<file path="src/rtl/core/assert_macros.svh">
// Assertion macros shared by the RTL.
`ifndef ASSERT_MACROS_SVH
`define ASSERT_MACROS_SVH

// Same-cycle implication, disabled while reset is asserted.
`define SSC_ASSERT_IMPLY(lbl, clk, rst_n, ante, cons, msg) \
    lbl: assert property (@(posedge clk) disable iff (!(rst_n)) (ante) |-> (cons)) \
        else $error(msg);

// Next-cycle implication, disabled while reset is asserted.
`define SSC_ASSERT_NEXT(lbl, clk, rst_n, ante, cons, msg) \
    lbl: assert property (@(posedge clk) disable iff (!(rst_n)) (ante) |=> (cons)) \
        else $error(msg);

`endif

</file>
<file path="src/rtl/core/ssc_pkg.sv">
package ssc_pkg;

    localparam int DATA_W     = 32;
    localparam int FRAC_W     = 16;
    localparam int SEL_W      = 7;
    localparam int CMD_W      = 2;
    localparam int MEAS_FIELDS = 6;

    // Input tdata layout, lowest bit first.
    localparam int SEL_LSB    = 0;
    localparam int VALUE_LSB  = SEL_LSB + SEL_W;
    localparam int MEAS_LSB   = VALUE_LSB + DATA_W;
    localparam int IN_BITS    = MEAS_LSB + MEAS_FIELDS * DATA_W;
    localparam int IN_TDATA_W = ((IN_BITS + 7) / 8) * 8;

    localparam logic [CMD_W-1:0] CMD_LOAD   = 2'd0;
    localparam logic [CMD_W-1:0] CMD_SAMPLE = 2'd1;
    localparam logic [CMD_W-1:0] CMD_CLEAR  = 2'd2;

    localparam logic [DATA_W-1:0] Q_MAX = 32'h7FFF_FFFF;
    localparam logic [DATA_W-1:0] Q_MIN = 32'h8000_0000;

    // Microprogram counter and step addresses.
    typedef logic [2:0] t_pc;
    localparam t_pc PC_FETCH  = 3'd0;
    localparam t_pc PC_LOAD   = 3'd1;
    localparam t_pc PC_CLEAR  = 3'd2;
    localparam t_pc PC_START  = 3'd3;
    localparam t_pc PC_MAC    = 3'd4;
    localparam t_pc PC_DRAIN  = 3'd5;
    localparam t_pc PC_COMMIT = 3'd6;

    typedef enum logic [2:0] {
        UOP_NOP,
        UOP_LOAD,
        UOP_CLEAR,
        UOP_START,
        UOP_MAC,
        UOP_COMMIT
    } t_uop;

    typedef enum logic [2:0] {
        JC_NEXT,
        JC_DISPATCH,
        JC_MAC_MORE,
        JC_PIPE_BUSY,
        JC_OUT_BUSY
    } t_jcond;

    // When the condition holds the sequencer goes to target, otherwise to next.
    typedef struct packed {
        t_uop   op;
        t_jcond cond;
        t_pc    target;
        t_pc    next;
    } t_uword;

    typedef struct packed {
        logic             item_valid;
        logic [CMD_W-1:0] cmd;
        logic             mem_busy;
        logic             mac_last;
        logic             pipe_busy;
        logic             out_busy;
    } t_seq_status;

    typedef struct packed {
        t_uop op;
        logic ready;
        logic accept;
    } t_seq_ctrl;

    function automatic t_uword ucode_rom(input t_pc pc);
        t_uword w;
        unique case (pc)
            PC_FETCH:  w = '{UOP_NOP,    JC_DISPATCH,  PC_FETCH,  PC_FETCH};
            PC_LOAD:   w = '{UOP_LOAD,   JC_NEXT,      PC_FETCH,  PC_FETCH};
            PC_CLEAR:  w = '{UOP_CLEAR,  JC_NEXT,      PC_FETCH,  PC_FETCH};
            PC_START:  w = '{UOP_START,  JC_NEXT,      PC_MAC,    PC_MAC};
            PC_MAC:    w = '{UOP_MAC,    JC_MAC_MORE,  PC_MAC,    PC_DRAIN};
            PC_DRAIN:  w = '{UOP_NOP,    JC_PIPE_BUSY, PC_DRAIN,  PC_COMMIT};
            PC_COMMIT: w = '{UOP_COMMIT, JC_OUT_BUSY,  PC_COMMIT, PC_FETCH};
            default:   w = '{UOP_NOP,    JC_NEXT,      PC_FETCH,  PC_FETCH};
        endcase
        return w;
    endfunction

endpackage

</file>
<file path="src/rtl/core/ssc_seq.sv">
module ssc_seq (
    input  logic                i_clk,
    input  logic                i_rst_n,
    input  ssc_pkg::t_seq_status i_status,
    output ssc_pkg::t_seq_ctrl   o_ctrl
);
    import ssc_pkg::*;

    t_pc    r_pc;
    t_pc    n_pc;
    t_uword w_word;
    logic   w_ready;
    logic   w_accept;

    always_comb begin
        w_word   = ucode_rom(r_pc);
        w_ready  = (w_word.cond == JC_DISPATCH) && !i_status.mem_busy;
        w_accept = w_ready && i_status.item_valid;
        n_pc     = w_word.next;
        unique case (w_word.cond)
            JC_DISPATCH: begin
                if (w_accept) begin
                    unique case (i_status.cmd)
                        CMD_LOAD:   n_pc = PC_LOAD;
                        CMD_SAMPLE: n_pc = PC_START;
                        CMD_CLEAR:  n_pc = PC_CLEAR;
                        default:    n_pc = PC_FETCH;
                    endcase
                end else begin
                    n_pc = w_word.target;
                end
            end
            JC_MAC_MORE:  n_pc = i_status.mac_last ? w_word.next : w_word.target;
            JC_PIPE_BUSY: n_pc = i_status.pipe_busy ? w_word.target : w_word.next;
            JC_OUT_BUSY:  n_pc = i_status.out_busy ? w_word.target : w_word.next;
            default:      n_pc = w_word.next;
        endcase
    end

    always_ff @(posedge i_clk) begin
        if (!i_rst_n) begin
            r_pc <= PC_FETCH;
        end else begin
            r_pc <= n_pc;
        end
    end

    assign o_ctrl.op     = w_word.op;
    assign o_ctrl.ready  = w_ready;
    assign o_ctrl.accept = w_accept;

endmodule

</file>
<file path="config.mk">
export PLATFORM = sky130hd
export DESIGN_NAME = ssc_seq
export DESIGN_NICKNAME = d
export VERILOG_FILES = /design/src/rtl/core/assert_macros.svh /design/src/rtl/core/ssc_pkg.sv /design/src/rtl/core/ssc_seq.sv
export SDC_FILE = /design/constraint.sdc
export NUM_CORES = 1
export LEC_CHECK = 0
export ABC_AREA = 1
export BUFFER_PORTS_ARGS = -buffer_cell sky130_fd_sc_hd__clkbuf_2
export CORE_AREA = 2 2 39 41
export CTS_CLUSTER_SIZE = 40
export DETAILED_ROUTE_END_ITERATION = 10
export DIE_AREA = 0 0 41 43
export GPL_ROUTABILITY_DRIVEN = 1
export PLACE_DENSITY_LB_ADDON = 0.3
export SLEW_MARGIN = 15
export SYNTH_ARGS = -nofsm -noshare
export SYNTH_HDL_FRONTEND = slang
export SYNTH_SLANG_ARGS = --single-unit
</file>
<file path="constraint.sdc">
create_clock -name i_clk -period 1.3 [get_ports i_clk]
set_clock_uncertainty 0.1 [all_clocks]
set_input_delay 0.065 -clock i_clk [delete_from_list [all_inputs] [get_ports i_clk]]
set_output_delay 0.065 -clock i_clk [all_outputs]
set_load 0.05 [all_outputs]
</file>
==> impl_metrics.tcl, run 1 <==
set metrics [dict create \
    wl_per_cell_um 8.08 \
    cp.required_ns 1.13 \
    crit_chain "buf_4 > nor2_1 > clkbuf_4" \
    grt_max_degree 8 \
    ff2ff_path_depth 5 \
    power.density_nw_per_um2 793 \
    overflow 0 \
    reg2reg_slack_ns 0.29 \
    die_x_um 41 \
    post-cts-setup-buffers 0 \
    port_buffers 13 \
    layoutNonFillerInstCount 76 \
    largest_reg_flops 3 \
    yosysUniqueCellTypes 17 \
    drt_iter0_drc 0 \
    vias_per_cell 4.00 \
    grt_pass1_vias 283 \
    seq_area_frac_synth_pct 20.4 \
    fin_crit_ns 1.23 \
    reg2reg_from "r_pc[2]$_SDFF_PN0_" \
    clkSinkCount 3 \
    top_regs "r_pc: 3 flops" \
    worstSetupPathType "register to primary output" \
    hp-class "input pin to register" \
    grt_pass1_wl_um 1030 \
    finalCritPeriodShare_pct 95.0 \
    crit_start "r_pc[2]$_SDFF_PN0_" \
    cts_root_buf "clkbuf_4" \
    synthFlopType "dfxtp_1" \
    ir_drop_mv 0.263 \
    ys_top_cells_by_count "nor2_1, inv_1, nand2_1" \
    syn_nets 56 \
    synth_top_cells_by_area "dfxtp_1, ha_1, nor2_1, inv_1, nand4_1" \
    yosysMostFrequentCell "nor2_1" \
    antenna_cells 0 \
    slew_headroom_pct 86.9 \
    areaGrowthSynthToFinish_pct 47.7 \
    ys_ff_latch 3 \
    status "completed" \
    finalWeightedCongestion 0.686 \
    worst_pin_slew_ns 0.195 \
    p_leak_nw 0.237 \
    fmax_mhz 810 \
    numCtsBuffers 3 \
    clock_latency_ns 0.23 \
    io_pins 14 \
    cts_tree "yes" \
    rsz0062_at_grt "yes" \
    cp_slowest_cell "dfxtp_2" \
    remaining_drc_errors 0 \
    r2r_end "r_pc[1]$_SDFF_PN0_" \
    dieArea_sq_um 1760 \
    synth_top_area_share_pct 20.4 \
    htree_levels 1 \
    synth_area_per_cell_sq_um 6.68 \
    ant_nets 0 \
    antenna_found_initial 0 \
    slew_viol_final 0 \
    crit_end "o_ctrl[3]" \
    dp_cells 71 \
    worstPathMaxFanout 5 \
    cts_buffer_depth 2 \
    endpoint_kind "primary output" \
    wirelength_um 614 \
    cp.arrival_ns 1.07 \
    ys_warn_count 0 \
    grt_use_total_pct 9.74 \
    drive_gt1_share_pct 46.7 \
    start_kind "register" \
    vias 304 \
    regMostFlops "r_pc" \
    async_flop_share_pct 0 \
    nets 73 \
    setup_viol 0 \
    start_util_pct 21.2 \
    synth_edf_count 0 \
    yosys.area.top_type "dfxtp_1" \
    critPathMaxStageDelay_ns 0.35 \
    clk_pin_slew_ns 0.03 \
    finalPower_w 0.000344 \
    first_pass_iters 1 \
    dp_hpwl_um 511 \
    syn_area_sq_um 294 \
    finalHoldViolations 0 \
    placementRows 14 \
    syn_inst 44 \
    n_fill_cell 154 \
    drv_cap 0 \
    core_area_sq_um 1380 \
    dieHeight_um 43 \
]
-- worst min path at each step --
stage / depth (start not counted) / slack [ns] / startpoint / to
floorplan: 2 / 0.06 / i_rst_n / r_pc[2]$_SDFF_PN0_
global placement: 3 / 0.19 / i_rst_n / r_pc[2]$_SDFF_PN0_
detailed placement: 3 / 0.19 / i_rst_n / r_pc[2]$_SDFF_PN0_
CTS: 5 / 0.07 / i_status[0] / r_pc[2]$_SDFF_PN0_
global route: 5 / 0.10 / i_status[0] / r_pc[2]$_SDFF_PN0_
finish: 5 / 0.07 / i_status[0] / r_pc[2]$_SDFF_PN0_
-- stage by stage --
stage	worst slack [ns]	hold slack [ns]	area, sq um	utilization (%)	TNS [ns]
4_1_cts	0.000748	0.0663	433	31.3	0
2_1_floorplan	0.0176	0.0626	303	-	0
3_3_place_gp	0.170	0.190	369	26.7	0
3_5_place_dp	0.153	0.189	369	26.7	0
5_1_grt	-0.00647	0.100	434	31.4	-0.00902
6_report	0.0655	0.0680	434	31.4	0
-- power breakdown --
group	total [W]	switching (W)	internal, W
registers	0.000101	0.00000543	0.0000954
clock network	0.000159	0.0000443	0.000115
logic	0.0000845	0.0000504	0.0000341
total	0.000344	0.000100	0.000244
-- worst max-delay path, delay by kind of cell (launching register included) --
| family | cells | cell delay, ns |
|---|---|---|
| flip-flops | 1 | 0.35 |
| AND/OR/NAND/NOR | 1 | 0.10 |
| buffers and inverters | 2 | 0.39 |
-- per-layer routing --
layer | routed length, um | up-vias | track usage (%)
li1 | - | 168 | -
met1 | 254 | 126 | 9.00
met2 | 317 | 8 | 13.1
met3 | 27 | 2 | 3.14
met4 | 14 | 0 | 14.0
met5 | 0 | - | 0
-- area by class of cell --
class,count,area [sq um],area share (%)
Clock buffer,4,26.3,6.05
Sequential cell,3,63.8,14.7
Inverter,10,37.5,8.65
Tap cell,16,20.0,4.61
Multi-Input combinational cell,28,185,42.7
Timing Repair Buffer,15,101,23.3
-- logic make-up after synthesis --
group | Yosys count | synth area share (%)
AOI/OAI and AO/OA | 3 | 6.81
buffers and inverters | 13 | 21.7
and+or+nand+nor | 22 | 38.3
DFF | 3 | 20.4
adders and majority gates | 3 | 12.8
-- cells in the final DEF, fill, tap and decap left out, drive strengths merged --
| cell type | instances |
|---|---|
| clkbuf | 15 |
| inv | 10 |
| dfxtp | 3 |
| dlygate4sd3 | 1 |
| nand4 | 4 |
| nor2 | 10 |
| a21oi | 1 |
| ha | 3 |
| o211ai | 1 |
| buf | 3 |
| nand2 | 5 |
| o21bai | 1 |
| nor4 | 1 |
| nand3 | 2 |
-- repair_timing --
item	in CTS	in global routing
hold buffers	1	0
pin swaps	1	0
gates resized for setup	9	3
setup endpoints to repair	5	5
hold endpoints to repair	3	0
No activity file was read; power rests on OpenSTA's default activity.
==> run 2: changes to the inputs <==
--- a/config.mk
+++ b/config.mk
@@ -13,6 +13,7 @@
 export DIE_AREA = 0 0 41 43
 export GPL_ROUTABILITY_DRIVEN = 1
 export PLACE_DENSITY_LB_ADDON = 0.3
+export SETUP_SLACK_MARGIN = 0.15
 export SLEW_MARGIN = 15
 export SYNTH_ARGS = -nofsm -noshare
 export SYNTH_HDL_FRONTEND = slang
==> run 2 against run 1 <==
  * Critical path depth down 1
  * Global-route usage shrank 1.1 points
  * Setup slack got worse by 0.0043 ns
  * Critical endpoint is now o_ctrl[1]
  * Highest routed layer is now met3
==> impl_metrics.tcl, run 2 (synthesized netlist as in run 1, its figures left out) <==
set metrics [dict create \
    p_leak_nw 0.277 \
    critPathMaxStageDelay_ns 0.37 \
    grt_pass1_wl_um 924 \
    mostFrequentLayoutCells "clkbuf_2, inv_1, nand2_1, nor2_1, buf_4" \
    finalWeightedCongestion 0.635 \
    power_switching_w 0.000112 \
    antenna_cells 0 \
    die_x_um 41 \
    fin_crit_ns 1.24 \
    nets 78 \
    clkSinkCount 3 \
    numCtsBuffers 3 \
    worstSetupPathType "register to primary output" \
    wl_per_cell_um 8.28 \
    hold_path.startpoint "i_status[0]" \
    grt_use_total_pct 8.63 \
    vias 339 \
    p_clk_share_pct 43.6 \
    final_util_pct 39.7 \
    p_seq_share_pct 26.0 \
    reg2reg_slack_ns 0.19 \
    clock_latency_ns 0.23 \
    areaGrowthSynthToFinish_pct 86.8 \
    core_area_sq_um 1380 \
    first_pass_iters 4 \
    mostFrequentLayoutCell "clkbuf_2" \
    whs_endpoint "r_pc[2]$_SDFF_PN0_" \
    io_pins 14 \
    wirelength_um 671 \
    ant_nets 0 \
    drive_gt1_share_pct 56.9 \
    cts_buffer_depth 2 \
    dieArea_sq_um 1760 \
    remaining_drc_errors 0 \
    critPathBufInv 1 \
    drv_cap 0 \
    regMostFlops "r_pc" \
    rsz0062_at_grt "yes" \
    finalHoldViolations 0 \
    worst_pin_slew_ns 0.196 \
    vias_per_cell 4.19 \
    grt_pass1_vias 261 \
    endpoint_kind "primary output" \
    status "completed" \
    crit_family "flip-flops" \
    reg2reg_from "r_pc[2]$_SDFF_PN0_" \
    r2r_end "r_pc[0]$_SDFF_PN0_" \
    fin_tns_setup_ns 0 \
    cp.arrival_ns 1.07 \
    placed_area_sq_um 372 \
    power.density_nw_per_um2 678 \
    n_fill_cell 158 \
    switching_share_pct 30.1 \
    ir_drop_mv 0.189 \
    clk_pin_slew_ns 0.04 \
    worstPathMaxFanout 6 \
    antenna_found_initial 0 \
    crit_chain "nor4_4 > clkbuf_8" \
    hold_slack_ns 0.0818 \
    cp.required_ns 1.13 \
    cp_slowest_cell "dfxtp_4" \
    slew_viol_final 0 \
    dieHeight_um 43 \
    grt_max_degree 7 \
    top_regs "r_pc: 3 flops" \
    setup_viol 0 \
    internal_power_w 0.000261 \
    start_util_pct 21.2 \
    cts_tree "yes" \
    crit_start "r_pc[1]$_SDFF_PN0_" \
    slew_headroom_pct 86.8 \
    final_area_sq_um 549 \
    cts_root_buf "clkbuf_4" \
    hp-class "input pin to register" \
    placementRows 14 \
    p_comb_share_pct 30.5 \
    largest_reg_flops 3 \
    overflow 0 \
    htree_levels 1 \
    finalCritPeriodShare_pct 95.3 \
    ff2ff_path_depth 6 \
    holdPathStages 5 \
    drt_iter0_drc 3 \
    dp_hpwl_um 491 \
    fmax_mhz 807 \
    start_kind "register" \
    port_buffers 13 \
]
[run 2: cell types whose count changed in the layout (fill, tap and decap cells not counted), moves of 2 or more]
cell | before | now
nor2_4 | 2 | 4
dfxtp_4 | 0 | 3
buf_8 | 0 | 3
buf_4 | 3 | 5
clkbuf_4 | 5 | 3
nor2_1 | 8 | 5
dfxtp_2 | 3 | 0
[run 2: layout make-up]
cell class | count | area [sq um] | area share [%]
tap | 16 | 20.0 | 3.64
clock buffer | 4 | 26.3 | 4.78
timing repair buffer | 20 | 183 | 33.3
multi-input combinational | 28 | 211 | 38.5
inverter | 10 | 37.5 | 6.83
sequential | 3 | 71.3 | 13.0
[run 2: how the worst max path moves through the flow]
stage | to | depth (start not counted)
after floorplan | o_ctrl[2] | 3
after global placement | o_ctrl[1] | 2
after global routing | o_ctrl[1] | 2
final | o_ctrl[1] | 2
after detailed placement | o_ctrl[1] | 2
after CTS | o_ctrl[1] | 2
[run 2: tightest hold or removal path: stages]
cell	delay, ns
clkbuf_2	0.09
nand2_1	0.05
o211ai_1	0.07
nand2_1	0.06
inv_1	0.04
[run 2: through the flow]
step,std cells,setup slack [ns],power (W)
4_1_cts,81,0.0552,0.000379
5_1_grt,81,0.0259,0.000390
3_5_place_dp,71,0.143,0.000177
2_1_floorplan,44,0.110,0.000158
6_report,81,0.0612,0.000372
3_3_place_gp,71,0.155,0.000176
[run 2: repair_timing]
| item | CTS | global route |
|---|---|---|
| pin swaps | 5 | 5 |
| hold buffers | 1 | 0 |
| gates resized for setup | 24 | 4 |
| buffers inserted | 5 | 0 |
| endpoints found under the setup margin | 5 | 7 |
| hold endpoints to repair | 3 | 0 |
[run 2: power groups by stage]
| stage | clock [W] | sequential (W) | combinational, W |
|---|---|---|---|
| 2_1_floorplan | 0 | 0.000100 | 0.0000575 |
| 3_3_place_gp | 0 | 0.000101 | 0.0000747 |
| 5_1_grt | 0.000172 | 0.0000972 | 0.000120 |
| 4_1_cts | 0.000171 | 0.0000967 | 0.000111 |
| 3_5_place_dp | 0 | 0.000101 | 0.0000756 |
| 6_report | 0.000162 | 0.0000967 | 0.000114 |
[run 2: routing by layer]
layer	vias to the layer above	global-route usage, %	share of wire [%]
li1	180	-	-
met1	152	8.04	39
met2	7	12.5	57
met3	0	1.57	3.7
met4	0	12.0	0
met5	-	0	0
